### config.mk
export PLATFORM = sky130hd
export DESIGN_NAME = rast_mul
export DESIGN_NICKNAME = d
export VERILOG_FILES = /design/src/rtl/rast_pkg.sv /design/src/rtl/rast_mul.sv
export SDC_FILE = /design/constraint.sdc
export NUM_CORES = 2
export LEC_CHECK = 0
export BUFFER_PORTS_ARGS = -buffer_cell sky130_fd_sc_hd__buf_2
export CAP_MARGIN = 20
export CORE_MARGIN = 2
export CORE_UTILIZATION = 40
export CTS_BUF_LIST = sky130_fd_sc_hd__clkbuf_8
export CTS_CLUSTER_SIZE = 30
export DETAILED_ROUTE_END_ITERATION = 12
export GPL_TIMING_DRIVEN = 1
export SETUP_SLACK_MARGIN = 0.15
export SYNTH_ARGS = -nofsm -noshare
export SYNTH_HDL_FRONTEND = slang
export SYNTH_SLANG_ARGS = --single-unit
### constraint.sdc
create_clock -name i_clk -period 6.2 [get_ports i_clk]
set_clock_uncertainty 0.05 [all_clocks]
set_input_delay 1.24 -clock i_clk [delete_from_list [all_inputs] [get_ports i_clk]]
set_output_delay 1.24 -clock i_clk [all_outputs]
set_load 0.005 [all_outputs]
### src/rtl/rast_pkg.sv
// Shared constants and codes for the range add / range sum tree.
package rast_pkg;

    localparam int MAX_ELEMENTS_DEF = 1024;
    localparam int DATA_W           = 64;
    localparam int VAL_W            = 32;
    localparam int FIELD_IDX_W      = 10;
    localparam int SIZE_W           = 11;
    localparam int RESET_SIZE       = 1024;
    localparam int IN_TDATA_W       = 56;

    localparam logic KIND_ADD = 1'b0;
    localparam logic KIND_SUM = 1'b1;

endpackage

### src/rtl/rast_mul.sv
// Three-stage multiplier of a 64-bit word by a segment length, modulo 2^64.
module rast_mul #(
    parameter int LEN_W = 11
) (
    input  logic                        i_clk,
    input  logic                        i_rst_n,
    input  logic                        i_start,
    input  logic [rast_pkg::DATA_W-1:0] i_a,
    input  logic [LEN_W-1:0]            i_len,
    output logic                        o_done,
    output logic [rast_pkg::DATA_W-1:0] o_prod
);
    import rast_pkg::*;

    localparam int P_W = VAL_W + LEN_W;

    logic [P_W-1:0]   r_plo;
    logic [P_W-1:0]   r_plo2;
    logic [P_W-1:0]   r_phi;
    logic [VAL_W-1:0] r_ahi;
    logic [LEN_W-1:0] r_len;
    logic             r_v1;
    logic             r_v2;

    // Low half first, high half next, then the two partial products are joined.
    always_ff @(posedge i_clk) begin
        r_plo  <= P_W'(i_a[VAL_W-1:0]) * P_W'(i_len);
        r_ahi  <= i_a[DATA_W-1:VAL_W];
        r_len  <= i_len;
        r_phi  <= P_W'(r_ahi) * P_W'(r_len);
        r_plo2 <= r_plo;
        o_prod <= DATA_W'(r_plo2) + {r_phi[VAL_W-1:0], {VAL_W{1'b0}}};
    end

    always_ff @(posedge i_clk) begin
        if (!i_rst_n) begin
            r_v1   <= 1'b0;
            r_v2   <= 1'b0;
            o_done <= 1'b0;
        end else begin
            r_v1   <= i_start;
            r_v2   <= r_v1;
            o_done <= r_v2;
        end
    end

endmodule

# Word-level counts from Yosys, hierarchy flattened
# Cells that the tools add are included.
# totals
ff_bits	228
latchBits	0
ram_bits	0
mem_bits_ro	0
input_bits	78
out_inout_bits	65
word_cells	12
memories	0
# classes
add_sub_neg	1
n_mul	2
n_div	0
n_lt_le_gt_ge	0
n_eq_ne	0
shift	0
muxes	0
n_bitwise	0
reduce_logical	0
# ops
op	n
adder 43 x 64 -> 64 bit	1
multiplier 32 x 11 -> 43 bit	1
multiplier 32 x 11 -> 32 bit	1

# Depth between registers and ports, before layout
# logic_depth
word_depth	1
ltp_mapped	22
mapped_depth_nobuf	20

# Worst setup path before layout
# No wires, ideal clock.
# synth_path
path_type	input port to flip-flop
from	in i_len[2]
to	reg r_plo[41]
setup_ns	0.120
t_arrival_ns	5.998
required_time_ns	6.030
setup_slack_ns	0.032
stages	19
n_path_buf	1
path_cell_list	clkbuf_1 nand2_1 fa_1 fa_1 fa_1 inv_1 fa_1 inv_1 fa_1 inv_1 ha_1 o21a_1 o21ai_1 a211oi_2 o211ai_2 a2111oi_4 or2_1 a41oi_1 xnor2_1
# synth_between
elab_chain_len	1
# synth_rtl
item	line_no	source
start: declaration	rast_mul.sv:9	input logic [LEN_W-1:0] i_len,
multiplier 32 x 11 -> 43 bit	rast_mul.sv:27	r_plo <= P_W'(i_a[VAL_W-1:0]) * P_W'(i_len);
end signal: assignment	rast_mul.sv:27	
end: declaration	rast_mul.sv:17	logic [P_W-1:0] r_plo;
# No other way between the ends.
# A chain may end at the register's enable or synchronous reset.

# Final worst setup path
# layout_path
from	in i_len[3]
to	reg r_plo[35]
# Same word-level chain as after synthesis.

==> metrics.txt <==
status finished clean; Post-Synthesis Cells 2571; crit-path leading delay family adder cells; clock slew at reported path FFs 0.06 ns; post-synthesis cell area 24570 um2; crit-path max cell delay around 0.53 ns; setup_tns 0 ns; most frequent cells in the layout fa_1 (489), inv_1 (435), nand2_1 (434); Worst Path Buf+Inv 6; vias per cell 4.940; gr ovfl total 0; core area 60580 um2; worst-margin pin slew 0.9721 ns; RSZ-0062 raised after global routing true; post-route cell area 27930 um2; Inst Count DP 3525; H-tree depth 2; Peak VDD IR 0.4571 mV; Final period util 0.9496; Leakage roughly 13 nW; maximum clock path buffer count 3; layout cells sized above 1 0.1353; r2r endpoint r_phi[30]; Cell Chain, Critical Path clkbuf_4 -> buf_12 -> nand2_1 -> fa_1 -> fa_1 -> inv_1 -> fa_1 -> fa_1 -> inv_1 -> fa_1 -> inv_1 -> ha_1 -> and2_1 -> a221o_1 -> a21oi_1 -> o22ai_1 -> buf_4 -> nor4_1 -> o21ai_1 -> xnor2_1; TritonRoute pass-1 iters 5; reg2reg setup slack 0.39 ns; clock latency on the worst-skew pair 0.61 ns; CP Launch Type input port; first-pass GRT wire length 99260 um; Synth-to-Final Area Change 13.68%; maxcap violations 0; Worst path slowest cell fa_1; DRC errors left 0; clk root buf clkbuf_8; fin crit period approximately 6 ns; Final Power 18.11 mW; synth warn 0; initial antenna violation count 8; vias about 18000; r2r startpoint r_ahi[8]; average wire per standard cell about 17 um; clk sinks 228; Routed Antenna Nets 0; die area 63430 um2; Layout Utilization 0.4611; Max Fclk between 150 and 200 MHz; hpwl dp 49460 um; CP arrival approximately 6.3 ns; total CTS buffers 42; nature of the critical path endpoint register; Hold Path Sink r_plo2[2]; Crit Path Class in -> reg; beginning of the worst hold path r_plo[2]; Fin. Hold Viols 0; final WL 60110 um; Post-Layout Cell Count 3602; CTS tree built; vias in the first global route 19244; Max Slew Vio Count 0; I/O Pins approximately 140; Req. time, crit path 6.64 ns; largest net degree at the start of global routing 31; fin nets ~3500; chip width 251.8 um; sequential area share after synthesis 0.1858; crit path max fanout 23; WP depth 20; fillers 5753; port buffer count 142; pre-CTS setup slack -0.4761 ns; Netlist cell types 64; Total GRT Usage 0.1969; fraction of registers with async set/reset 0; Avg Inst Size Synth about 9.6 um2; DIE HEIGHT 251.8 um; initial core utilization 0.4056; initial DRC count 796; PwrDens 648.2 nW/um2; Worst R2R Path Depth 17; post-cts hold buffer count 0; worst hold-check path type reg -> reg; critical path's most frequent cell fa_1; Slew Limit Headroom 0.3495; top_reg_cell synth dfxtp_1; FF+latch count, synth ~230; number of synthesized flops with an enable pin 0; Hold Path Cell Cnt 0; gp weighted congestion roughly 0.9; final worst slack 0.3124 ns; Syn Nets about 3300; final setup fails 0; Row Count 90; placed cell area 27010 um2; final hold slack 0.2723 ns; commonest non-fill, non-tap cell in the layout fa_1
==> worst max-delay path by stage <==
stage,startpoint,end
floorplan,i_len[2],r_plo[41]
global placement,i_len[5],r_plo[38]
detailed placement,i_len[5],r_plo[39]
CTS,i_len[5],r_plo[40]
global route,i_len[2],r_plo[40]
finish,i_len[3],r_plo[35]
==> flip-flops by register name (all words and copies together), names as in the netlist <==
name	cells
r_phi	32
r_plo	43
o_prod	64
o_done	1
r_v2	1
r_len	11
r_ahi	32
r_v1	1
r_plo2	43
==> power by group <==
| part | leakage [nW] | total (mW) | switching (mW) | internal [mW] |
|---|---|---|---|---|
| registers | 1.92 | 2.53 | 0.262 | 2.27 |
| clock network | 0.465 | 1.52 | 0.674 | 0.844 |
| logic | 11.0 | 14.1 | 7.42 | 6.63 |
| total | 13.4 | 18.1 | 8.35 | 9.75 |
==> layout make-up <==
class | count | area (um2) | area share
diodes | 3 | 7.507 | 0.0002688
clock buffers | 45 | 619.3 | 0.02217
repair buffers | 296 | 1956 | 0.07001
well taps | 782 | 978.4 | 0.03503
multi-input cells | 1795 | 17960 | 0.6429
flip-flops and latches | 228 | 4567 | 0.1635
clock inverters | 27 | 247.7 | 0.008869
inverters | 426 | 1599 | 0.05725
==> worst register-to-register path: cells and delay by family, from the launching register on <==
family	cells	cell delay, ns
adder cells (fa/ha/maj)	6	2.85
AND/OR/NAND/NOR	5	1.07
AO/OA/AOI/OAI	4	0.85
flip-flops	1	0.65
buffers and inverters	2	0.22
==> metal layers <==
layer | GRT usage | vias to the layer above | wire, um
met5 | 0 | - | 39
met4 | 0.05647 | 6 | 1467
met3 | 0.03590 | 106 | 3661
met2 | 0.3301 | 468 | 28610
met1 | 0.2610 | 9030 | 26330
li1 | - | 8183 | -
==> cells by family (layout without fill, tap and decap cells) <==
family	after synthesis	in the layout	share of synthesized area
and+or+nand+nor	851	851	0.1656
adders and majority gates	630	630	0.4702
buffers and inverters	548	794	0.08372
DFF	228	228	0.1858
AOI/OAI and AO/OA	210	210	0.05764
xor gates and xnor gates	104	104	0.03707
other	0	3	0
==> what timing repair did <==
item / CTS / global route
endpoints found under the setup margin: 0 / 18
setup buffers: 0 / 2
gates resized for setup: 0 / 17
==> synthesized netlist by cell type, types with 2 or more instances <==
cell type	instances	area [um2]
and2_1	269	1683
inv_1	426	1599
o311ai_0	2	17.52
o31ai_1	3	22.52
a31oi_1	7	43.79
o211ai_1	7	52.55
a211o_1	2	17.52
nand3b_1	2	15.01
xnor2_1	76	665.6
and3_1	10	62.56
nor3_1	21	105.1
o21ai_1	2	10.01
ha_1	141	1764
o41ai_1	2	17.52
xor2_1	28	245.2
and4_1	3	26.28
nand4_1	10	62.56
nand2b_1	7	43.79
o21a_1	15	112.6
a221o_1	2	20.02
o31ai_2	2	25.02
a21boi_0	5	37.54
o21bai_1	10	75.07
or2_2	4	25.02
a21oi_1	63	315.3
a2111oi_0	2	17.52
a211oi_1	6	45.04
nor4_1	5	31.28
buf_1	2	7.510
nand3_1	17	85.08
nor2_1	58	217.7
nand2_1	434	1629
dfxtp_1	228	4564
nor2b_1	7	43.79
clkbuf_1	120	450.4
a21o_1	22	165.2
o21ai_0	35	175.2
fa_1	489	9789
a41oi_1	2	17.52
Note: power is estimated with default switching activity, not from simulation.
